## src/rtl/core/cah_pkg.sv

```systemverilog
package cah_pkg;

    localparam int MAX_BINS    = 256;
    localparam int BIN_AW      = $clog2(MAX_BINS);
    localparam int BIN_W       = BIN_AW + 1;
    localparam int CLASS_SLOTS = 16;
    localparam int SLOT_AW     = $clog2(CLASS_SLOTS);
    localparam int SLOT_W      = SLOT_AW + 1;
    localparam int CMEM_AW     = SLOT_AW + BIN_AW;
    localparam int COUNT_W     = 32;
    localparam int LEVEL_W     = 16;
    localparam int TIME_W      = 31;
    localparam int CLASS_W     = 16;
    localparam int CFG_IDX_W   = 3;
    localparam int CFG_DATA_W  = 31;
    localparam int S_DATA_W    = 80;
    localparam int M_DATA_W    = 192;

    localparam logic [COUNT_W-1:0] COUNT_MAX = '1;

    // request codes
    localparam logic [1:0] REQ_ADD   = 2'd0;
    localparam logic [1:0] REQ_READ  = 2'd1;
    localparam logic [1:0] REQ_CLEAR = 2'd2;
    localparam logic [1:0] REQ_SPARE = 2'd3;

    // result status codes
    localparam logic [2:0] ST_COUNTED = 3'd0;
    localparam logic [2:0] ST_TIME    = 3'd1;
    localparam logic [2:0] ST_LEVEL   = 3'd2;
    localparam logic [2:0] ST_NO_SLOT = 3'd3;
    localparam logic [2:0] ST_READ    = 3'd4;
    localparam logic [2:0] ST_CLEARED = 3'd5;

    // configuration register indexes
    localparam logic [CFG_IDX_W-1:0] CFG_TIME_FIRST = 3'd0;
    localparam logic [CFG_IDX_W-1:0] CFG_TIME_LAST  = 3'd1;
    localparam logic [CFG_IDX_W-1:0] CFG_MIN_LEVEL  = 3'd2;
    localparam logic [CFG_IDX_W-1:0] CFG_MAX_LEVEL  = 3'd3;
    localparam logic [CFG_IDX_W-1:0] CFG_BIN_WIDTH  = 3'd4;
    localparam logic [CFG_IDX_W-1:0] CFG_BIN_COUNT  = 3'd5;

    typedef enum logic [2:0] {
        CMD_ADD,
        CMD_REJ_TIME,
        CMD_REJ_LEVEL,
        CMD_READ,
        CMD_CLEAR
    } cmd_kind_t;

    typedef struct packed {
        cmd_kind_t           kind;
        logic [BIN_W-1:0]    bin;
        logic [CLASS_W-1:0]  cls;
        logic [SLOT_W-1:0]   rslot;
        logic [BIN_W-1:0]    rbin;
    } cmd_t;

    typedef struct packed {
        logic [TIME_W-1:0]   time_first;
        logic [TIME_W-1:0]   time_last;
        logic [LEVEL_W-1:0]  min_level;
        logic [LEVEL_W-1:0]  max_level;
        logic [LEVEL_W-1:0]  bin_width;
        logic [BIN_W-1:0]    bin_count;
    } cfg_t;

    typedef struct packed {
        logic [2:0]          status;
        logic [BIN_W-1:0]    bin_index;
        logic [COUNT_W-1:0]  global_count;
        logic [SLOT_W-1:0]   class_slot;
        logic [COUNT_W-1:0]  class_count;
        logic [COUNT_W-1:0]  read_value;
        logic [CLASS_W-1:0]  read_class_id;
        logic                read_slot_valid;
        logic [BIN_W-1:0]    first_bin;
        logic [BIN_W-1:0]    last_bin;
        logic [BIN_W-1:0]    peak_bin;
        logic [COUNT_W-1:0]  peak_count;
    } res_t;

    function automatic logic [BIN_W-1:0] eff_bins(input logic [BIN_W-1:0] n);
        logic [BIN_W-1:0] r;
        r = n;
        if (n == '0)
            r = BIN_W'(1);
        else if (n > BIN_W'(MAX_BINS))
            r = BIN_W'(MAX_BINS);
        return r;
    endfunction

    function automatic logic [COUNT_W-1:0] sat_inc(input logic [COUNT_W-1:0] c);
        return (c == COUNT_MAX) ? c : c + COUNT_W'(1);
    endfunction

endpackage

```

## src/rtl/core/cah_queue.sv

```systemverilog
module cah_queue
    import cah_pkg::*;
(
    input  logic  clk,
    input  logic  rst_n,
    input  logic  in_valid,
    output logic  in_ready,
    input  cmd_t  in_cmd,
    output logic  out_valid,
    input  logic  out_ready,
    output cmd_t  out_cmd
);

    localparam int DEPTH = 2;
    localparam int PTR_W = $clog2(DEPTH);

    cmd_t              q_mem [DEPTH];
    logic [PTR_W-1:0]  wr_ptr_reg;
    logic [PTR_W-1:0]  rd_ptr_reg;
    logic [PTR_W:0]    count_reg;
    logic              push;
    logic              pop;

    assign in_ready  = (count_reg != (PTR_W+1)'(DEPTH));
    assign out_valid = (count_reg != '0);
    assign out_cmd   = q_mem[rd_ptr_reg];
    assign push      = in_valid && in_ready;
    assign pop       = out_valid && out_ready;

    always_ff @(posedge clk)
    begin
        if (push)
            q_mem[wr_ptr_reg] <= in_cmd;
    end

    always_ff @(posedge clk or negedge rst_n)
    begin
        if (!rst_n)
        begin
            wr_ptr_reg <= '0;
            rd_ptr_reg <= '0;
            count_reg  <= '0;
        end
        else
        begin
            if (push)
                wr_ptr_reg <= wr_ptr_reg + PTR_W'(1);
            if (pop)
                rd_ptr_reg <= rd_ptr_reg + PTR_W'(1);
            if (push && !pop)
                count_reg <= count_reg + (PTR_W+1)'(1);
            else if (pop && !push)
                count_reg <= count_reg - (PTR_W+1)'(1);
        end
    end

endmodule

```

## config.mk

```make
export PLATFORM = sky130hd
export DESIGN_NAME = cah_queue
export DESIGN_NICKNAME = d
export VERILOG_FILES = /design/src/rtl/core/cah_pkg.sv /design/src/rtl/core/cah_queue.sv
export SDC_FILE = /design/constraint.sdc
export NUM_CORES = 1
export LEC_CHECK = 0
export ABC_CLOCK_PERIOD_IN_PS = 7430
export BUFFER_PORTS_ARGS = -buffer_cell sky130_fd_sc_hd__buf_2
export CAP_MARGIN = 0
export CORE_AREA = 2 2 63 109
export CTS_BUF_LIST = sky130_fd_sc_hd__clkbuf_16
export DETAILED_ROUTE_END_ITERATION = 7
export DIE_AREA = 0 0 65 111
export PLACE_DENSITY = 0.81
export SKIP_CTS_REPAIR_TIMING = 1
export SLEW_MARGIN = 5
export SYNTH_ARGS = -nofsm -noshare
export SYNTH_HDL_FRONTEND = slang
export SYNTH_SLANG_ARGS = --single-unit
export TNS_END_PERCENT = 10
```

## constraint.sdc

```tcl
create_clock -name clk -period 7.43 [get_ports clk]
set_input_delay 1.1145 -clock clk [delete_from_list [all_inputs] [get_ports clk]]
set_output_delay 1.1145 -clock clk [all_outputs]
set_load 0.01 [all_outputs]
```

Word-level counts from Yosys, hierarchy flattened
Memories as Yosys holds them, arrays and structs flattened.
Index checks and enable logic that the tools add are counted.
{"block": "word_totals", "memories": 1, "ramBits": 84, "output_inout_bits": 44, "register_bits": 4, "inputBits": 46}
{"block": "op_classes", "add_sub_neg": 4, "mux": 4, "n_reduce_logical": 8, "n_eq_ne": 1}
{"memory": "q_mem", "words": 2, "word_bits": 42, "rd": 1, "rd_ports_with_merged_regs": 0, "write_ports": 1, "line": "cah_queue.sv:17", "text": "cmd_t q_mem [DEPTH];"}
{"operator": "$logic_and 1x1->1", "count": 4}
{"operator": "$mux 2", "count": 2}
{"operator": "$reduce_bool 2->1", "count": 2}
{"operator": "$add 1x1->1 const B", "count": 2}
{"operator": "$add 2x1->2 const B", "count": 1}
{"operator": "$logic_not 1->1", "count": 2}
{"operator": "$mux 1", "count": 2}
{"operator": "$ne 2x2->1 const B", "count": 1}
{"operator": "$sub 2x1->2 const B", "count": 1}

Longest topological paths before layout
Gate-level depths: netlist of the first run.
{"block": "logic_depth", "word_depth": 6, "depth_mapped": 7}

Least setup slack after synthesis of the first run
Ideal clock, no wire load.
{"block": "synth_path", "path_type": "input port to flip-flop", "startpoint": "input port in_valid", "endpoint": "memory q_mem[0][0] in the netlist's numbering (enable)", "stages": 2, "setup_slack_ns": 4.015, "t_arrival_ns": 2.973, "n_path_buf": 0, "cell_sequence": "nand2_1 > nor2_1"}
{"block": "synth_via", "elab_chain_len": 3}
{"item": "start: declaration", "line": "cah_queue.sv:6", "text": "input logic in_valid,"}
{"item": "$logic_and 1x1->1", "line": "cah_queue.sv:27", "text": "assign push = in_valid && in_ready;"}
{"item": "$mux 1", "line": "cah_queue.sv:32", "text": "if (push)"}
{"item": "$mux 1 (implied by the code)", "line": "cah_queue.sv:33", "text": "q_mem[wr_ptr_reg] <= in_cmd;"}
{"item": "end: declaration", "line": "cah_queue.sv:17"}
Every way passes these cells.

==> results.cfg, run 1 <==
[synthesis]
synth-seq-area-share_pct = 76.52
synth_warnings = 0
ys_ff_latch = 88
syn_area_sq_um = 3427
syn_nets = 196
yosysUniqueCellTypes = 15
synth_area_leaders = edfxtp_1 74%, mux2_4 17%, dfrtp_1 2.9%, buf_12 2.3%, mux2_2 0.99%
synth.most_common_cell = edfxtp_1
async_flop_share_pct = 4.545
synth.avg_cell_area_sq_um = 23.00
synth_edf_count = 84
ys_top_cells_by_count = 84 x edfxtp_1, 39 x mux2_4, 4 x buf_12, 4 x dfrtp_1
synth_top_area_share_pct = 73.60
synthFlopType = edfxtp_1
synth_top_area_cell = edfxtp_1
syn-instance-count = 149

[placement]
hpwl_um = 3732
routabilityCongestion = 0.6958
io_buffers = 89

[timing]
finalSetupTns_ns = 0
finalCriticalPeriod_ns = 3.202
setup_viol_count_final = 0
holdWs_ns = 0.4945
clock_skew_ns = 0.006650
grt_setup_unrepaired = false
post-route-period-util_pct = 43.09
finalHoldViolCount = 0
max_freq_ghz = 0.3123
slew_violations = 0
max_slew_margin_pct = 21.35
tightest_slew_ns = 1.177

[power_and_ir_drop]
peakVddDrop_uv = 260.9
p_int_w = 0.001173
p_switching_w = 0.0004599
seq_power_share_pct = 45.5
combPwrFrac_pct = 31.2
p_clk_share_pct = 23.3
power_density_nw_per_um2 = 392.6
swShare_pct = 28.17
p_leak_nw = 1.698
power_w = 0.001633

[setup_path]
crit_path_max_fanout = 26
arrival_ns = 2.09
critPathTopFamily = flip-flops
critPathRequiredTime_ns = 6.32
critPathKind = reg -> out
cp_cell_sequence = buf_4, mux2_2, buf_2
rrSetupSlack_ns = 5.41
path_buf_inv = 2
cp-end-kind = primary output
cp_slowest_cell = dfrtp_2
cp-start-kind = flop
slowest_delay_ns = 0.71

[detailed_routing]
drt_wl_total_um = 5451
wl_per_cell_um = 16.42
drt_first_iter_violations = 71
drc = 0
avgViaCountPerCell = 4.867
postRouteAntennaNets = 0
vias = 1616
firstDrtPassIters = 4

[min_path]
min_path_type = reg -> reg

[cts]
clock_sinks = 88
numCtsBuffers = 9
clk_latency_ns = 0.33
clockRootBuffer = clkbuf_16
cts_tree = built
clock_path_buffers = 2
cts.clk_slew.worst_paths_ns = 0.06
cts_max_level = 3

[floorplanning]
fp.dieH_um = 111
start_util_pct = 53.61
core_sq_um = 6392
rows = 39
die_w_um = 65
ios = 90
die_area_sq_um = 7215

[layout]
fin_util_pct = 65.06
diodes = 0
fillers = 478
largest_reg_flops = 84
final_layout_size_suffix_gt1_share_pct = 58.80
multi_input_area_sq_um = 718.2
area_growth_pct = 21.36
final-seq-area_sq_um = 2624
fin_nets = 292

[global_routing]
grt_overflow = 0
grt_start_max_net_pins = 43
grt_pass1_vias = 1682
grt_pass1_wl_um = 7990
grt_usage_pct = 16.01
antenna_found_initial = 1

[run]
maxCapViolCount = 0

[run_status]
status = finished clean
[path summary, 6_finish.rpt]
check	start	cells past startpoint	to
setup / recovery	rd_ptr_reg	3	out_cmd[22]
hold / removal	count_reg[1]	1	count_reg[1]
setup reg to reg	count_reg[0]	3	q_mem[0][24]
hold reg to reg	count_reg[1]	1	count_reg[1]
max in group asynchronous	rst_n	1	rd_ptr_reg
min in group asynchronous	rst_n	1	rd_ptr_reg
[layer usage]
metal	wire length (um)	part of all wire, %	up-vias	GRT usage, %
met5	7	0.13	-	0
met4	137	2.5	2	7.943
met3	340	6.2	10	7.614
met2	3087	57	52	28.25
met1	1879	34	780	14.72
li1	-	-	772	-
[worst reg2reg max path: cells and delay by family (launching register included)]
family           cells  cell delay (ns)
and+or+nand+nor      3             1.21
DFF                  1             0.40
[cell usage in the layout, fill, tap and decap left out]
cell	instances
clkinv_2	2
clkbuf_16	9
nor2_4	1
clkinvlp_4	1
dfrtp_2	1
and3_2	1
nand2b_1	1
or2_1	1
nand2_1	2
dfrtp_1	3
xor2_1	2
nor2_1	1
edfxtp_1	84
buf_2	89
xnor2_1	3
clkinv_1	1
buf_4	1
mux2_4	39
ha_1	1
mux2_2	3
inv_1	4
[logic make-up (layout without fill, tap and decap cells)]
family	after synthesis	after routing	share of synthesized area (%)
DFF	88	88	76.52
muxes	42	42	18.07
and+or+nand+nor	7	7	0.9863
buffers and inverters	6	107	2.775
xor gates and xnor gates	5	5	1.278
adders and majority gates	1	1	0.3650
[stage by stage]
step / setup slack [ns] / area (sq um) / std cells
finish: 4.228 / 4159 / 332
global route: 4.121 / 4159 / 332
CTS: 4.177 / 4159 / 332
detailed placement: 4.546 / 3901 / 316
global placement: 4.557 / 3901 / 316
floorplan: 4.015 / 3427 / 149
[power groups by stage]
stage,logic (W),clock network [W],registers (W)
5_1_grt,0.000545,0.000412,0.000754
4_1_cts,0.000519,0.000392,0.000745
3_5_place_dp,0.000517,0,0.000755
3_3_place_gp,0.000512,0,0.000746
2_1_floorplan,0.000428,0,0.000719
6_report,0.000509,0.000381,0.000743
[area by class of cell]
cell class                      instances  area share, %
Multi-Input combinational cell         55          17.27
Sequential cell                        88          63.09
Clock buffer                            9          5.415
Inverter                                1        0.09025
Clock inverter                          7         0.7822
Timing Repair Buffer                   90          10.89
Tap cell                               82          2.467
Power figures use the tool's default switching activity.
==> inputs of run 2 (changes only) <==
--- a/config.mk
+++ b/config.mk
@@ -5,14 +5,14 @@
 export SDC_FILE = /design/constraint.sdc
 export NUM_CORES = 1
 export LEC_CHECK = 0
-export ABC_CLOCK_PERIOD_IN_PS = 7430
+export ABC_CLOCK_PERIOD_IN_PS = 2700
 export BUFFER_PORTS_ARGS = -buffer_cell sky130_fd_sc_hd__buf_2
 export CAP_MARGIN = 0
-export CORE_AREA = 2 2 63 109
+export CORE_AREA = 2 2 68 118
 export CTS_BUF_LIST = sky130_fd_sc_hd__clkbuf_16
 export DETAILED_ROUTE_END_ITERATION = 7
-export DIE_AREA = 0 0 65 111
-export PLACE_DENSITY = 0.81
+export DIE_AREA = 0 0 70 120
+export PLACE_DENSITY = 0.74
 export SKIP_CTS_REPAIR_TIMING = 1
 export SLEW_MARGIN = 5
 export SYNTH_ARGS = -nofsm -noshare
==> constraint.sdc (replaced) <==
create_clock -name clk -period 2.7 [get_ports clk]
set_input_delay 0.405 -clock clk [delete_from_list [all_inputs] [get_ports clk]]
set_output_delay 0.405 -clock clk [all_outputs]
set_load 0.01 [all_outputs]
==> results.cfg, run 2 (synthesized netlist as in run 1, its figures left out) <==
[power_and_ir_drop]
peakVddDrop_uv = 664.0
power_density_nw_per_um2 = 1075
p_leak_nw = 1.722

[floorplanning]
rows = 42
ios = 90
die_area_sq_um = 8400
start_util_pct = 45.93
core_sq_um = 7462
fp.dieH_um = 120
die_w_um = 70

[layout]
finalInstanceArea_sq_um = 4217
final_layout_size_suffix_gt1_share_pct = 59.22
fin_nets = 297
mostFrequentLayoutCell = buf_2
fin_util_pct = 56.51
largest_reg_flops = 84
diodes = 0
final_cell_mix = 89 x buf_2, 84 x edfxtp_1, 39 x mux2_4, 9 x clkbuf_16, 4 x buf_4
area_growth_pct = 23.04

[timing]
finalCriticalPeriod_ns = 1.955
finalHoldViolCount = 0
grt_setup_unrepaired = false
setup_ws_ns = 0.7452
clock_skew_ns = 0.004812
slew_violations = 0
tightest_slew_ns = 0.5238
post-route-period-util_pct = 72.40
finalSetupTns_ns = 0
max_freq_ghz = 0.5116
max_slew_margin_pct = 65.08
holdWs_ns = 0.2568
setup_viol_count_final = 0

[global_routing]
grt_overflow = 0
grt_pass1_wl_um = 8121
antenna_found_initial = 0
grt_start_max_net_pins = 25
grt_pass1_vias = 1658
grt_usage_pct = 13.54

[placement]
hpwl_um = 3758
routabilityCongestion = 0.7708
pre_cts_ws_ns = 1.033
place_area_sq_um = 3951
io_buffers = 89

[cts]
numCtsBuffers = 9
cts_max_level = 3
clock_path_buffers = 2
clock_sinks = 88
clockRootBuffer = clkbuf_16
clk_latency_ns = 0.33
cts.clk_slew.worst_paths_ns = 0.06
cts_tree = built

[detailed_routing]
firstDrtPassIters = 4
drt_wl_total_um = 5314
vias = 1619
postRouteAntennaNets = 0
wl_per_cell_um = 15.49
avgViaCountPerCell = 4.720
drt_first_iter_violations = 52
drc = 0

[setup_path]
r2r_cells = 3
crit_path_max_fanout = 22
cp_slowest_cell = buf_4
r2r-start = count_reg[0]
r2r_end = q_mem[1][17]
cp-start-kind = flop
critPathRequiredTime_ns = 2.30
slowest_delay_ns = 0.37
cp_cell_sequence = buf_4, mux2_4, buf_2
rrSetupSlack_ns = 1.02
arrival_ns = 1.55
cp-end-kind = primary output
critPathKind = reg -> out

[run]
maxCapViolCount = 0

[min_path]
whs_endpoint = q_mem[1][38]
holdPathStages = 1
min_path_type = in -> reg
min_from = in_cmd[38]

[run_status]
status = finished clean
==> run 2: cell types whose count changed in the layout (fill, tap and decap cells not counted) <==
| cell | delta |
|---|---|
| buf_4 | +3 |
| clkinv_1 | +2 |
| inv_1 | -2 |
| buf_12 | +1 |
| clkinv_2 | +1 |
| clkinvlp_4 | -1 |
| dlygate4sd3_1 | +1 |
==> run 2: cell type report <==
type | instances | area [sq um]
sequential | 88 | 2624
clock inverter | 7 | 30.03
inverter | 1 | 3.754
tap | 88 | 110.1
multi-input combinational | 55 | 718.2
clock buffer | 9 | 225.2
timing repair buffer | 95 | 505.5
fill | 588 | 3246
==> run 2: worst max-delay path by stage <==
| stage | endpoint | cells past startpoint | slack [ns] | startpoint |
|---|---|---|---|---|
| floorplan | q_mem[0][0] | 3 | 0.49 | count_reg[0] |
| global placement | q_mem[1][13] | 3 | 1.06 | count_reg[0] |
| detailed placement | q_mem[1][15] | 3 | 1.03 | count_reg[0] |
| CTS | out_cmd[40] | 3 | 0.71 | rd_ptr_reg |
| global route | out_cmd[40] | 3 | 0.67 | rd_ptr_reg |
| finish | out_cmd[40] | 3 | 0.75 | rd_ptr_reg |
==> run 2: worst max-delay path, delay by kind of cell (launching register included) <==
kind	cells	cell delay [ns]
buffers and inverters	2	0.51
flip-flops	1	0.35
multiplexers	1	0.34
==> run 2: report_power, final <==
group          switching, W  internal [W]
Clock              0.000439      0.000603
Sequential        0.0000929       0.00187
Combinational      0.000743      0.000783
Total               0.00128       0.00326
==> run 2: routing by layer <==
layer | global-route usage [%] | routed length [um]
met1 | 12.73 | 1766
met2 | 24.23 | 3080
met3 | 5.542 | 342
met4 | 7.572 | 125
met5 | 0 | 0
==> run 2: stage by stage <==
stage,total power (W),cells
after global placement,0.003516,326
final,0.004535,343
after floorplan,0.003154,149
after global routing,0.004770,343
after detailed placement,0.003547,326
after CTS,0.004607,342
