==> config.mk <==
export PLATFORM = sky130hd
export DESIGN_NAME = cah_front
export DESIGN_NICKNAME = d
export VERILOG_FILES = /design/src/rtl/core/cah_pkg.sv /design/src/rtl/core/cah_front.sv
export SDC_FILE = /design/constraint.sdc
export NUM_CORES = 1
export LEC_CHECK = 0
export BUFFER_PORTS_ARGS = -buffer_cell sky130_fd_sc_hd__buf_2
export CAP_MARGIN = 15
export CELL_PAD_IN_SITES_DETAIL_PLACEMENT = 1
export CELL_PAD_IN_SITES_GLOBAL_PLACEMENT = 2
export CORE_ASPECT_RATIO = 1.75
export CORE_MARGIN = 1
export CORE_UTILIZATION = 29
export CTS_CLUSTER_SIZE = 24
export DETAILED_ROUTE_END_ITERATION = 10
export PLACE_DENSITY = 0.89
export RECOVER_POWER = 100
export SLEW_MARGIN = 20
export SYNTH_ARGS = -nofsm -noshare
export SYNTH_HDL_FRONTEND = slang
export SYNTH_SLANG_ARGS = --single-unit
==> constraint.sdc <==
create_clock -name clk -period 5.1 [get_ports clk]
set_clock_uncertainty 0.2 [all_clocks]
set_input_delay 0.51 -clock clk [delete_from_list [all_inputs] [get_ports clk]]
set_output_delay 0.51 -clock clk [all_outputs]
set_load 0.01 [all_outputs]
==> src/rtl/core/cah_pkg.sv <==
package cah_pkg;

    localparam int MAX_BINS    = 256;
    localparam int BIN_AW      = $clog2(MAX_BINS);
    localparam int BIN_W       = BIN_AW + 1;
    localparam int CLASS_SLOTS = 16;
    localparam int SLOT_AW     = $clog2(CLASS_SLOTS);
    localparam int SLOT_W      = SLOT_AW + 1;
    localparam int CMEM_AW     = SLOT_AW + BIN_AW;
    localparam int COUNT_W     = 32;
    localparam int LEVEL_W     = 16;
    localparam int TIME_W      = 31;
    localparam int CLASS_W     = 16;
    localparam int CFG_IDX_W   = 3;
    localparam int CFG_DATA_W  = 31;
    localparam int S_DATA_W    = 80;
    localparam int M_DATA_W    = 192;

    localparam logic [COUNT_W-1:0] COUNT_MAX = '1;

    // request codes
    localparam logic [1:0] REQ_ADD   = 2'd0;
    localparam logic [1:0] REQ_READ  = 2'd1;
    localparam logic [1:0] REQ_CLEAR = 2'd2;
    localparam logic [1:0] REQ_SPARE = 2'd3;

    // result status codes
    localparam logic [2:0] ST_COUNTED = 3'd0;
    localparam logic [2:0] ST_TIME    = 3'd1;
    localparam logic [2:0] ST_LEVEL   = 3'd2;
    localparam logic [2:0] ST_NO_SLOT = 3'd3;
    localparam logic [2:0] ST_READ    = 3'd4;
    localparam logic [2:0] ST_CLEARED = 3'd5;

    // configuration register indexes
    localparam logic [CFG_IDX_W-1:0] CFG_TIME_FIRST = 3'd0;
    localparam logic [CFG_IDX_W-1:0] CFG_TIME_LAST  = 3'd1;
    localparam logic [CFG_IDX_W-1:0] CFG_MIN_LEVEL  = 3'd2;
    localparam logic [CFG_IDX_W-1:0] CFG_MAX_LEVEL  = 3'd3;
    localparam logic [CFG_IDX_W-1:0] CFG_BIN_WIDTH  = 3'd4;
    localparam logic [CFG_IDX_W-1:0] CFG_BIN_COUNT  = 3'd5;

    typedef enum logic [2:0] {
        CMD_ADD,
        CMD_REJ_TIME,
        CMD_REJ_LEVEL,
        CMD_READ,
        CMD_CLEAR
    } cmd_kind_t;

    typedef struct packed {
        cmd_kind_t           kind;
        logic [BIN_W-1:0]    bin;
        logic [CLASS_W-1:0]  cls;
        logic [SLOT_W-1:0]   rslot;
        logic [BIN_W-1:0]    rbin;
    } cmd_t;

    typedef struct packed {
        logic [TIME_W-1:0]   time_first;
        logic [TIME_W-1:0]   time_last;
        logic [LEVEL_W-1:0]  min_level;
        logic [LEVEL_W-1:0]  max_level;
        logic [LEVEL_W-1:0]  bin_width;
        logic [BIN_W-1:0]    bin_count;
    } cfg_t;

    typedef struct packed {
        logic [2:0]          status;
        logic [BIN_W-1:0]    bin_index;
        logic [COUNT_W-1:0]  global_count;
        logic [SLOT_W-1:0]   class_slot;
        logic [COUNT_W-1:0]  class_count;
        logic [COUNT_W-1:0]  read_value;
        logic [CLASS_W-1:0]  read_class_id;
        logic                read_slot_valid;
        logic [BIN_W-1:0]    first_bin;
        logic [BIN_W-1:0]    last_bin;
        logic [BIN_W-1:0]    peak_bin;
        logic [COUNT_W-1:0]  peak_count;
    } res_t;

    function automatic logic [BIN_W-1:0] eff_bins(input logic [BIN_W-1:0] n);
        logic [BIN_W-1:0] r;
        r = n;
        if (n == '0)
            r = BIN_W'(1);
        else if (n > BIN_W'(MAX_BINS))
            r = BIN_W'(MAX_BINS);
        return r;
    endfunction

    function automatic logic [COUNT_W-1:0] sat_inc(input logic [COUNT_W-1:0] c);
        return (c == COUNT_MAX) ? c : c + COUNT_W'(1);
    endfunction

endpackage

==> src/rtl/core/cah_front.sv <==
module cah_front
    import cah_pkg::*;
(
    input  logic                clk,
    input  logic                rst_n,
    input  cfg_t                cfg,
    input  logic                in_valid,
    output logic                in_ready,
    input  logic [1:0]          req_type,
    input  logic [TIME_W-1:0]   spike_time,
    input  logic [LEVEL_W-1:0]  spike_level,
    input  logic [CLASS_W-1:0]  spike_label,
    input  logic [SLOT_W-1:0]   read_slot,
    input  logic [BIN_W-1:0]    read_bin,
    output logic                out_valid,
    input  logic                out_ready,
    output cmd_t                out_cmd
);

    localparam int CNT_W = $clog2(LEVEL_W);

    typedef enum logic [1:0] {F_IDLE, F_DIV, F_PUSH} state_t;

    state_t               state_reg;
    cmd_t                 cmd_reg;
    logic [LEVEL_W-1:0]   rem_reg;
    logic [LEVEL_W-1:0]   quo_reg;
    logic [CNT_W-1:0]     cnt_reg;

    logic                 time_bad;
    logic                 level_bad;
    logic [LEVEL_W:0]     offset;
    logic [LEVEL_W-1:0]   width_eff;
    logic [LEVEL_W:0]     trial;
    logic                 trial_ge;
    logic [LEVEL_W:0]     trial_sub;
    logic [LEVEL_W-1:0]   rem_next;
    logic [LEVEL_W-1:0]   quo_next;
    logic [LEVEL_W:0]     bin_raw;
    logic [BIN_W-1:0]     n_eff;
    logic [BIN_W-1:0]     bin_clamped;

    always_comb
    begin
        time_bad  = (spike_time < cfg.time_first) || (spike_time > cfg.time_last);
        level_bad = ($signed(spike_level) > $signed(cfg.max_level)) ||
                    ($signed(spike_level) < $signed(cfg.min_level));
        offset    = {spike_level[LEVEL_W-1], spike_level} -
                    {cfg.min_level[LEVEL_W-1], cfg.min_level};
        width_eff = (cfg.bin_width == '0) ? LEVEL_W'(1) : cfg.bin_width;

        // one restoring division step per cycle
        trial     = {rem_reg, quo_reg[LEVEL_W-1]};
        trial_ge  = trial >= {1'b0, width_eff};
        trial_sub = trial - {1'b0, width_eff};
        rem_next  = trial_ge ? trial_sub[LEVEL_W-1:0] : trial[LEVEL_W-1:0];
        quo_next  = {quo_reg[LEVEL_W-2:0], trial_ge};

        bin_raw     = {1'b0, quo_reg} + (LEVEL_W+1)'(1);
        n_eff       = eff_bins(cfg.bin_count);
        bin_clamped = (bin_raw > (LEVEL_W+1)'(n_eff)) ? n_eff : bin_raw[BIN_W-1:0];

        out_cmd = cmd_reg;
        out_cmd.bin = (cmd_reg.kind == CMD_ADD) ? bin_clamped : '0;
    end

    assign in_ready  = (state_reg == F_IDLE);
    assign out_valid = (state_reg == F_PUSH);

    always_ff @(posedge clk or negedge rst_n)
    begin
        if (!rst_n)
        begin
            state_reg <= F_IDLE;
        end
        else
        begin
            unique case (state_reg)
                F_IDLE:
                begin
                    if (in_valid)
                    begin
                        cmd_reg.cls   <= spike_label;
                        cmd_reg.rslot <= read_slot;
                        cmd_reg.rbin  <= read_bin;
                        cmd_reg.bin   <= '0;
                        rem_reg       <= '0;
                        quo_reg       <= offset[LEVEL_W-1:0];
                        cnt_reg       <= '0;
                        state_reg     <= F_PUSH;
                        if (req_type == REQ_CLEAR)
                            cmd_reg.kind <= CMD_CLEAR;
                        else if (req_type != REQ_ADD)
                            cmd_reg.kind <= CMD_READ;
                        else if (time_bad)
                            cmd_reg.kind <= CMD_REJ_TIME;
                        else if (level_bad)
                            cmd_reg.kind <= CMD_REJ_LEVEL;
                        else
                        begin
                            cmd_reg.kind <= CMD_ADD;
                            state_reg    <= F_DIV;
                        end
                    end
                end
                F_DIV:
                begin
                    rem_reg <= rem_next;
                    quo_reg <= quo_next;
                    cnt_reg <= cnt_reg + CNT_W'(1);
                    if (cnt_reg == CNT_W'(LEVEL_W - 1))
                        state_reg <= F_PUSH;
                end
                F_PUSH:
                begin
                    if (out_ready)
                        state_reg <= F_IDLE;
                end
                default:
                begin
                    state_reg <= F_IDLE;
                end
            endcase
        end
    end

endmodule

**Word level (Yosys, flattened, before mapping)**

Cells that the tools add are included.

- Register bits after elaboration: 71
- Output and inout bits: 44
- Input bits: 202

- Magnitude comparators: 7
- Muxes and demuxes: 23
- $add $sub $neg: 4
- Reduce and logical (&&, ||, !) cells: 11
- Equality and inequality tests: 7

Operator list:

| operator | count |
|---|---|
| $mux 16 | 4 |
| $pmux 16 s2 | 2 |
| $mux 9 | 4 |
| $sub 16x16->16 | 2 |
| $gt 31x31->1 | 1 |
| $lt 31x31->1 | 1 |
| $mux 2 | 10 |
| $add 16x1->17 const B | 1 |
| $ge 17x16->1 | 1 |
| $gt 17x9->1 | 1 |
| $gt 16x16->1 | 1 |
| $logic_not 16->1 | 1 |
| $lt 16x16->1 | 1 |
| $gt 9x9->1 const B | 1 |
| $logic_not 9->1 | 1 |
| $reduce_and 3->1 | 3 |
| $pmux 4 s2 | 1 |
| $pmux 2 s3 | 1 |
| $add 4x1->4 const B | 1 |
| $eq 2x2->1 const B | 2 |
| $eq 4x4->1 const B | 1 |
| $mux 4 | 1 |
| $ne 2x2->1 const B | 2 |
| $reduce_bool 2->1 | 2 |
| 5 further kinds | 6 |

**Longest topological paths before layout**

Gate-level depths: netlist of run 1.

- Word-level depth: 8
- Gate-level depth with buffers: 15

**Least setup slack after synthesis of run 1**

Ideal clock, no wire load.

- Path type: input port to flip-flop
- Start point: in in_valid
- End point: reg cnt_reg[0] (enable)
- Data arrival time: 3.214 ns
- Stages on the path: 2
- Slack: 1.204 ns
- Data required time: 4.418 ns
- Buffers on the path: 0
- Cell sequence: nor2_1 -> nor3b_1

- Word-level cells in the longest chain between the ends: 2

RTL lines:

| what | line | source |
|---|---|---|
| from (decl) | cah_front.sv:7 | `input logic in_valid,` |
| $ne 2x2->1 (no source line) | - |  |
| $reduce_and 3->1 (no source line) | - |  |
| to (signal assigned) | cah_front.sv:110 | `cnt_reg <= cnt_reg + CNT_W'(1);` |
| to (decl) | cah_front.sv:28 | `logic [CNT_W-1:0] cnt_reg;` |

Every way passes these cells.
A chain may end at the register's enable or synchronous reset.

==> summary.md, run 1 <==
| Metric | Value |
|---|---|
| Detailed-route wire length per cell | 15.8 um |
| Worst EP required | 4.39 ns |
| Average footprint of a synthesized cell | 8.80 um2 |
| Number of setup buffers added after CTS | 0 |
| Final Setup Violations | 0 |
| Achievable frequency | 222 MHz |
| Setup TNS | 0 ns |
| Fraction of layout instances using a drive strength above 1 | 0.216 |
| Async SR Flop Fraction | 0.0282 |
| Met2 routed wirelength | 11,800 um |
| Main flop type after synthesis | edfxtp_1 |
| Setup repair after global routing missed its margin | no |
| Count of boundary I/O pins | 246 |
| Critical Path AT | 3.80 ns |
| Post-synthesis net count | 1,099 |
| Floorplan die width | 118 um |
| Count of flip-flops with a built-in enable after synthesis | 69 |
| Clock network fraction of design power | 0.332 |
| Leading area contributor after synthesis | edfxtp_1 |
| Max-slew headroom | -0.397 |
| Vias post-DR | 6,452 |
| Post-Route M1 WL | 7980 um |
| Total clock buffers created by CTS | 9 |
| Startpoint of the worst hold path | read_bin[0] |
| Total of max-cap violations | 3 |
| Clk Latency, worst-skew pair | 0.35 ns |
| Number of warnings issued by yosys | 0 |
| Routability Congestion | 0.813 |
| Total of flip-flops plus latches after synthesis | 71 |
| Number of global-route vias before repair | 6,851 |
| Static leakage | 4.15 nW |
| Worst setup path category | reg2out |
| DRT iter0 DRCs | 138 |
| Transition at the pin with the smallest max-transition slack | 2.10 ns |
| Final number of hold-violating endpoints | 0 |
| Post-route DRC | 0 |
| Clock Pin Slew Worst Setup and Hold Paths | 0.06 ns |
| Portion of synthesized cell area occupied by the leading cell type | 0.304 |
| Number of sinks driven by the clock tree | 71 |
| Combined area of all synthesized cells | 0.00682 mm2 |
| Post-synthesis sequential area ratio | 0.311 |
| Worst-case setup slack after placement | 0.936 ns |
| Top layer reached by signal wires | met4 |
| Final Cycle Share | 0.885 |
| Cell count after synthesis | 775 |
| Internal power | 1.31 mW |
| Root Buffer | clkbuf_16 |
| Core Region | 0.0229 mm2 |
| Initial Utilization | 0.298 |
| Routed length on met3 | 675 um |
| Die extent in y | 205 um |
| Maximum ir drop on the vdd rail | 0.101 mV |
| Row Count | 73 |
| Main area contributors after synthesis | edfxtp_1 30%, ha_1 22%, inv_1 6.8% |
| Net switching fraction of the power | 0.304 |
| Commonest cells in the netlist | 123 x inv_1, 120 x ha_1, 69 x edfxtp_1 |
| Detailed Routing Iterations Pass 1 | 4 |
| CP endpoint kind | output port |
| Worst reg-to-reg setup slack | 1.30 ns |
| First-pass GRT wire length | 33,100 um |
| Distinct cell type count after synthesis | 61 |
| Gate power share | 0.290 |
| Critical Path Source | quo_reg[0]$_DFFE_PP_ |
| Number of nets at the end of the flow | 1,347 |
| Count of pins over their slew limit | 108 |
| Port bufs | 245 |
| Worst r2r src | rem_reg[0]$_SDFFCE_PN0P_ |
| Failing checks | max-capacitance violations, max-slew violations |
| Number of vias per cell | 4.85 |
| Count of antenna-violating nets left after detailed routing | 0 |
| Relative area change from synthesis to final layout | 26.1% |
| Worst min-delay path category | in2reg |
| Portion of total power attributed to sequential cells | 0.377 |
| Overflow after GRT | 0 |
| Total Die Area | 0.0242 mm2 |
| Deepest clock path buffer count | 2 |
| Initial antenna violation count | 1 |
| Total number of H-tree levels | 3 |
| Fin worst setup slack | 0.585 ns |
| Count of cells resized by post-cts repair | 0 |
| Period minus WS final | 4.51 ns |
| Largest fanout on the critical path | 18 |
| CP startpoint kind | flop |
| Cell area power density | 218 mW/mm2 |
| Net switching power | 0.571 mW |
| Status | complete, but fails checks |
| Largest register FFs | 33 |
| Pin count of the biggest net entering global routing | 37 |
| Overall Global Routing Usage | 0.174 |
| HPWL after detailed placement | 18,200 um |
| Cell with the most instances after synthesis | inv_1 |
| Routed wire length | 21,000 um |
| TritonCTS clock tree | yes |
==> worst max-delay path: stages (launching register included) <==
cell      delay, ns
edfxtp_1       0.49
ha_1           0.29
nand2_2        0.11
nor2_4         0.15
xor2_1         0.27
ha_1           0.31
a21oi_1        0.18
a21oi_1        0.08
nor3_1         0.12
o21ai_1        0.09
or4_1          0.72
or2_0          0.32
a21oi_1        0.14
clkbuf_1       0.17
==> cell type report <==
cell class / count / area (um2)
Tap cell: 300 / 375
Clock inverter: 6 / 61.3
Clock buffer: 10 / 229
Multi-Input combinational cell: 568 / 4160
Inverter: 123 / 462
Antenna cell: 1 / 2.50
Timing Repair Buffer: 250 / 1190
Fill cell: 2859 / 14300
Sequential cell: 71 / 2120
==> what timing repair did <==
item / in CTS / in global routing
hold endpoints to repair: 2 / 0
setup endpoints to repair: 0 / 0
hold buffers: 1 / 0
==> power groups by stage <==
stage	registers [mW]	clock network (mW)	logic, mW
after detailed placement	0.718	0	0.559
after CTS	0.706	0.639	0.564
after global routing	0.712	0.656	0.620
after floorplan	0.720	0	0.339
after global placement	0.717	0	0.545
final	0.708	0.624	0.545
==> cell families (layout without fill, tap and decap cells) <==
| kind of cell | count (synthesis) | after routing | share of synthesized area |
|---|---|---|---|
| other cells | 0 | 1 | 0 |
| xor+xnor | 29 | 29 | 0.0372 |
| compound gates | 177 | 177 | 0.167 |
| buf+inv | 136 | 389 | 0.0763 |
| simple gates | 228 | 228 | 0.164 |
| mux | 12 | 12 | 0.0176 |
| fa+ha+maj | 122 | 122 | 0.226 |
| flops | 71 | 71 | 0.311 |
==> path summary, 6_finish.rpt <==
kind | cells past startpoint | end
worst max-delay path | 13 | out_cmd[30]
worst min-delay path | 1 | out_cmd[0]$_DFFE_PP_
worst max register to register | 10 | rem_reg[12]$_SDFFCE_PN0P_
worst min register to register | 2 | quo_reg[15]$_DFFE_PP_
max in group asynchronous | 2 | state_reg[0]$_DFFE_PN0P_
min in group asynchronous | 2 | state_reg[1]$_DFFE_PN0P_
==> cells in the final DEF, fill, tap and decap left out, drive strengths merged, types with 13 or more instances in the layout <==
cell    synthesis  final
xnor2          15     15
xor2           14     14
a21oi          64     64
a211oi         16     16
nand4          13     13
buf             5    200
ha            120    120
nand2          54     54
nor2           69     69
edfxtp         69     69
nand3          23     23
o21ai          33     33
clkbuf          8     59
nor3           14     14
inv           123    123
==> routing by layer <==
layer | vias to the layer above | global-route usage
met3 | 28 | 0.0239
met2 | 158 | 0.346
li1 | 3270 | -
met1 | 2996 | 0.178
met4 | 0 | 0.0723
met5 | - | 0
==> stage by stage <==
stage | cells | cell area (um2) | hold WS [ns] | util | power [mW]
after floorplan | 775 | 6820 | 0.0144 | - | 1.06
after global placement | 1311 | 8400 | 0.110 | 0.367 | 1.26
after detailed placement | 1311 | 8400 | 0.111 | 0.367 | 1.28
after CTS | 1328 | 8700 | 0.125 | 0.380 | 1.91
after global routing | 1329 | 8600 | 0.129 | 0.375 | 1.99
final | 1329 | 8600 | 0.134 | 0.375 | 1.88
Note: power is estimated with default switching activity, not from simulation.
==> inputs of run 2 (changes only) <==
--- a/config.mk
+++ b/config.mk
@@ -9,12 +9,12 @@
 export CAP_MARGIN = 15
 export CELL_PAD_IN_SITES_DETAIL_PLACEMENT = 1
 export CELL_PAD_IN_SITES_GLOBAL_PLACEMENT = 2
-export CORE_ASPECT_RATIO = 1.75
+export CORE_ASPECT_RATIO = 2
 export CORE_MARGIN = 1
 export CORE_UTILIZATION = 29
 export CTS_CLUSTER_SIZE = 24
 export DETAILED_ROUTE_END_ITERATION = 10
-export PLACE_DENSITY = 0.89
+export PLACE_DENSITY = 0.9
 export RECOVER_POWER = 100
 export SLEW_MARGIN = 20
 export SYNTH_ARGS = -nofsm -noshare
==> run 2 against run 1 <==
  * The run still ends with max-capacitance violations, max-slew violations left
  * Core utilization decreased by 0.19 points
  * First-iteration DRC count increased by 3.6%
  * Clock power increased by 12%
  * Combinational power increased by 1%
  * Cell count decreased by 0.98%
  * Flip-flop and latch count unchanged
  * Power increased by 4.5%
  * Sequential power about the same
  * Fmax increased by 2.5%
  * Non-clock buffer count increased by 1
  * Global-route usage increased by 0.41 points
  * Cell area increased by 0.38%
  * Largest cell class unchanged
  * Largest power group unchanged
==> summary.md, run 2 (synthesis gave the netlist of run 1 again) <==
| Metric | Value |
|---|---|
| Status | complete, but fails checks |
| Failing checks | max-capacitance violations, max-slew violations |
| Floorplan die width | 110 um |
| TritonCTS clock tree | yes |
| Overflow after GRT | 0 |
| Cell area power density | 227 mW/mm2 |
| Max-slew headroom | -0.366 |
| Die extent in y | 219 um |
| Setup TNS | 0 ns |
| Number of global-route vias before repair | 6,938 |
| CP Cell Sequence | ha_1 > ha_1 > nor2b_1 > o21a_1 > o21a_1 > o21ai_0 > a211oi_1 > or4_1 > or2_0 > a21oi_1 > clkbuf_1 |
| Net switching fraction of the power | 0.304 |
| Clk Latency, worst-skew pair | 0.34 ns |
| Count of boundary I/O pins | 246 |
| Achievable frequency | 227 MHz |
| Routability Congestion | 0.850 |
| Period minus WS final | 4.40 ns |
| Root Buffer | clkbuf_16 |
| Routed wire length | 21,600 um |
| Number of vias per cell | 4.97 |
| HPWL after detailed placement | 18,900 um |
| Initial Utilization | 0.295 |
| Number of nets at the end of the flow | 1,348 |
| Clock network fraction of design power | 0.358 |
| CP endpoint kind | output port |
| Portion of total power attributed to sequential cells | 0.361 |
| Core Region | 0.0231 mm2 |
| Final Setup Violations | 0 |
| Net switching power | 0.597 mW |
| Delay of the slowest critical-path stage | 0.82 ns |
| Largest register FFs | 33 |
| First-pass GRT wire length | 33,800 um |
| Overall power of the completed layout | 1.96 mW |
| Number of setup buffers added after CTS | 0 |
| Maximum ir drop on the vdd rail | 0.300 mV |
| Slowest-stage cell, CP | or4_1 |
| Transition at the pin with the smallest max-transition slack | 2.05 ns |
| Row Count | 79 |
| Gate power share | 0.281 |
| Pin count of the biggest net entering global routing | 37 |
| Port bufs | 245 |
| Final Cell Area | 0.00864 mm2 |
| Total clock buffers created by CTS | 9 |
| Critical Path AT | 3.69 ns |
| Detailed-route wire length per cell | 16.4 um |
| Post-route DRC | 0 |
| Relative area change from synthesis to final layout | 26.6% |
| Worst min-delay path category | in2reg |
| Vias post-DR | 6,537 |
| Largest fanout on the critical path | 18 |
| Detailed Routing Iterations Pass 1 | 4 |
| Count of pins over their slew limit | 108 |
| Total Die Area | 0.0242 mm2 |
| Static leakage | 4.17 nW |
| Area after detailed placement | 0.00839 mm2 |
| DRT iter0 DRCs | 143 |
| Setup repair after global routing missed its margin | no |
| Clock Pin Slew Worst Setup and Hold Paths | 0.06 ns |
| Fraction of layout instances using a drive strength above 1 | 0.218 |
| Final standard cell utilization of the core | 0.373 |
| Worst EP required | 4.39 ns |
| Final number of hold-violating endpoints | 0 |
| Number of sinks driven by the clock tree | 71 |
| Count of antenna-violating nets left after detailed routing | 0 |
| Internal power | 1.36 mW |
| Total number of H-tree levels | 3 |
| CP startpoint kind | flop |
| Deepest clock path buffer count | 2 |
| Leading cell type in the layout, fill and taps excluded | buf_2 |
| Highest-count cells in the layout ignoring fill and taps | 199 x buf_2, 123 x inv_1, 120 x ha_1, 69 x edfxtp_1, 68 x nor2_1 |
| Cell family contributing the most delay on the critical path | simple AND/OR/NAND/NOR gates |
| Initial antenna violation count | 5 |
| Final Cycle Share | 0.864 |
| Worst setup path category | reg2out |
| Total of max-cap violations | 3 |
| Worst reg-to-reg setup slack | 1.10 ns |
| Overall Global Routing Usage | 0.178 |
| Buf/Inv on CP | 1 |
run 2: cell count changes in the layout (fill, tap and decap cells not counted), sizes merged:
| cell | previous run | this run |
|---|---|---|
| bufinv | 1 | 2 |
| clkinv | 2 | 3 |
| inv | 123 | 125 |
| clkinvlp | 3 | 0 |
| buf | 200 | 199 |
| diode | 1 | 4 |
| clkbuf | 59 | 60 |
run 2: per-stage QoR:
step	hold WS [ns]	worst slack, ns	std cells
global route	0.119	0.483	1316
finish	0.136	0.696	1316
global placement	0.112	0.947	1295
floorplan	0.0144	1.20	775
CTS	0.118	0.648	1312
detailed placement	0.113	0.864	1295
run 2: path summary, 6_finish.rpt:
path | startpoint | cells after the start | end
min reg2reg | cnt_reg[0]$_SDFFCE_PN0P_ | 1 | cnt_reg[0]$_SDFFCE_PN0P_
min in group asynchronous | rst_n | 2 | state_reg[0]$_DFFE_PN0P_
max in group asynchronous | rst_n | 2 | state_reg[1]$_DFFE_PN0P_
max | quo_reg[0]$_DFFE_PP_ | 11 | out_cmd[30]
min | spike_label[5] | 1 | out_cmd[19]$_DFFE_PP_
max reg2reg | rem_reg[0]$_SDFFCE_PN0P_ | 10 | rem_reg[2]$_SDFFCE_PN0P_
run 2: power groups by stage:
| stage | combinational (mW) | sequential, mW | clock [mW] |
|---|---|---|---|
| after CTS | 0.574 | 0.707 | 0.718 |
| after floorplan | 0.339 | 0.720 | 0 |
| final | 0.552 | 0.709 | 0.701 |
| after global placement | 0.552 | 0.718 | 0 |
| after global routing | 0.630 | 0.713 | 0.734 |
| after detailed placement | 0.569 | 0.720 | 0 |
run 2: final cells by class:
cell class | count | area, um2
diodes | 4 | 10.0
inverters | 123 | 462
repair buffers | 251 | 1200
clock buffers | 9 | 225
fillers | 2887 | 14500
multi-input cells | 568 | 4160
well taps | 283 | 354
clock inverters | 7 | 104
flip-flops and latches | 71 | 2120
run 2: worst register-to-register path, cell delays in order (launching register included):
cell and delay [ns]:
edfxtp_1 0.42, ha_1 0.34, nor2b_1 0.20, o31a_1 0.22
o41ai_1 0.12, o21ai_0 0.55, o211ai_1 0.24, nand2_1 0.09
clkbuf_1 0.91, mux2i_1 0.34, nor2_1 0.07
run 2: per-layer routing:
layer / routed length [um] / up-vias / global-route usage / share of wire
met2: 12700 / 143 / 0.365 / 0.59
li1: - / 3272 / - / -
met1: 7490 / 3088 / 0.166 / 0.35
met5: 11 / - / 0 / 0.00051
met4: 641 / 2 / 0.0822 / 0.030
met3: 764 / 32 / 0.0295 / 0.035
run 2: what timing repair did:
item                                   in CTS  in global routing
endpoints found under the hold margin       2                  0
hold buffers                                1                  0
gates resized for setup                     0                  0
==> inputs of run 3 (changes only) <==
--- a/config.mk
+++ b/config.mk
@@ -16,6 +16,8 @@
 export DETAILED_ROUTE_END_ITERATION = 10
 export PLACE_DENSITY = 0.9
 export RECOVER_POWER = 100
+export REMOVE_ABC_BUFFERS = 1
+export SETUP_SLACK_MARGIN = 0.4
 export SLEW_MARGIN = 20
 export SYNTH_ARGS = -nofsm -noshare
 export SYNTH_HDL_FRONTEND = slang
==> run 3 against run 2 <==
  * The flow still finishes with violations (max-capacitance violations, max-slew violations)
  * Routed wire length grew 6.6%
  * Fmax grew 0.40%
  * Power shrank 5.6%
  * Critical path type unchanged
==> summary.md, run 3 (synthesis gave the netlist of run 1 again) <==
| Metric | Value |
|---|---|
| Status | complete, but fails checks |
| Failing checks | max-capacitance violations, max-slew violations |
| CP startpoint kind | flop |
| Fraction of layout instances using a drive strength above 1 | 0.218 |
| Final Cell Area | 0.00857 mm2 |
| Vias post-DR | 6,623 |
| HPWL after detailed placement | 20,400 um |
| Worst EP required | 4.39 ns |
| DRT iter0 DRCs | 146 |
| Root Buffer | clkbuf_16 |
| Routed wire length | 23,000 um |
| Floorplan die width | 110 um |
| Worst setup path category | reg2out |
| Final Setup Violations | 0 |
| Count of pins over their slew limit | 37 |
| Number of nets at the end of the flow | 1,348 |
| Highest-count cells in the layout ignoring fill and taps | 202 x buf_2, 123 x inv_1, 120 x ha_1, 69 x edfxtp_1, 68 x nor2_1 |
| Initial Utilization | 0.295 |
| TritonCTS clock tree | yes |
| Max-slew headroom | -0.396 |
| Routability Congestion | 0.835 |
| Total number of H-tree levels | 3 |
| Post-route DRC | 0 |
| Setup TNS | 0 ns |
| Initial antenna violation count | 0 |
| Count of antenna-violating nets left after detailed routing | 0 |
| Number of global-route vias before repair | 7,342 |
| Critical Path AT | 3.68 ns |
| Deepest clock path buffer count | 2 |
| Final Cycle Share | 0.860 |
| Number of vias per cell | 5.05 |
| Relative area change from synthesis to final layout | 25.5% |
| Overall Global Routing Usage | 0.190 |
| Total inserted antenna cells | 0 |
| Total clock buffers created by CTS | 9 |
| Pin count of the biggest net entering global routing | 37 |
| Clock Pin Slew Worst Setup and Hold Paths | 0.06 ns |
| Achievable frequency | 228 MHz |
| CP endpoint kind | output port |
| Static leakage | 4.15 nW |
| Cell area power density | 216 mW/mm2 |
| Slowest-stage cell, CP | or4_1 |
| Overall power of the completed layout | 1.85 mW |
| Area after detailed placement | 0.00839 mm2 |
| First-pass GRT wire length | 35,400 um |
| Leading cell type in the layout, fill and taps excluded | buf_2 |
| Maximum ir drop on the vdd rail | 0.292 mV |
| Delay of the slowest critical-path stage | 0.81 ns |
| Largest fanout on the critical path | 18 |
| Core Region | 0.0231 mm2 |
| Number of sinks driven by the clock tree | 71 |
| Detailed Routing Iterations Pass 1 | 4 |
| Port bufs | 245 |
| Total Die Area | 0.0242 mm2 |
| Period minus WS final | 4.39 ns |
| Largest register FFs | 33 |
| Clk Latency, worst-skew pair | 0.35 ns |
| Detailed-route wire length per cell | 17.6 um |
| Count of filler cells inserted in the layout | 2,912 |
| Die extent in y | 219 um |
| Setup repair after global routing missed its margin | no |
| CP Cell Sequence | ha_1 > ha_1 > nor2b_1 > o21a_1 > o21a_1 > o21ai_0 > a211oi_1 > or4_1 > or2_0 > a21oi_1 > clkbuf_1 |
| Transition at the pin with the smallest max-transition slack | 2.09 ns |
| Row Count | 79 |
| Count of boundary I/O pins | 246 |
| Total of max-cap violations | 1 |
| Overflow after GRT | 0 |
| Final number of hold-violating endpoints | 0 |
| Worst min-delay path category | in2reg |
run 3: through the flow:
stage | std cells | worst slack (ns) | hold WS [ns] | util
global placement | 1295 | 0.921 | 0.113 | 0.363
global route | 1312 | 0.426 | 0.113 | 0.370
finish | 1312 | 0.714 | 0.131 | 0.370
detailed placement | 1295 | 0.846 | 0.111 | 0.363
floorplan | 762 | 1.20 | 0.0144 | -
CTS | 1312 | 0.640 | 0.108 | 0.375
run 3: worst paths after layout:
path,end,start,cells past startpoint,slack [ns]
setup / recovery,out_cmd[30],quo_reg[0]$_DFFE_PP_,11,0.71
setup reg to reg,rem_reg[3]$_SDFFCE_PN0P_,rem_reg[0]$_SDFFCE_PN0P_,10,1.22
min in group asynchronous,state_reg[1]$_DFFE_PN0P_,rst_n,2,0.31
max in group asynchronous,state_reg[0]$_DFFE_PN0P_,rst_n,2,4.23
hold / removal,out_cmd[21]$_DFFE_PP_,spike_label[7],1,0.13
hold reg to reg,quo_reg[13]$_DFFE_PP_,quo_reg[12]$_DFFE_PP_,2,0.40
run 3: cell type report:
class,instances,area [um2],area share
Inverter,123,462,0.0539
Sequential cell,71,2120,0.248
Clock buffer,9,225,0.0263
Clock inverter,7,48.8,0.00570
Tap cell,283,354,0.0413
Timing Repair Buffer,251,1200,0.140
Multi-Input combinational cell,568,4150,0.485
run 3: per-layer routing:
| layer | vias to the layer above | share of wire | track usage |
|---|---|---|---|
| li1 | 3267 | - | - |
| met1 | 3133 | 0.31 | 0.152 |
| met2 | 180 | 0.60 | 0.408 |
| met3 | 43 | 0.036 | 0.0329 |
| met4 | 0 | 0.048 | 0.112 |
| met5 | - | 0 | 0 |
run 3: critical path: cells and delay by family, from the launching register on:
kind / cells / cell delay, ns
AOI/OAI and AO/OA: 5 / 0.73
adders and majority gates: 2 / 0.70
buffers and inverters: 1 / 0.17
DFF: 1 / 0.48
and+or+nand+nor: 3 / 1.27
run 3: where the power goes:
group,leakage [nW],switching [mW],internal [mW]
Clock,0.125,0.260,0.329
Combinational,3.35,0.312,0.244
Sequential,0.667,0.0207,0.686
run 3: repair_timing:
action | CTS | global route
hold buffers | 1 | 0
setup endpoints to repair | 0 | 0
setup buffers | 0 | 0
endpoints found under the hold margin | 2 | 0
gates resized for setup | 0 | 0
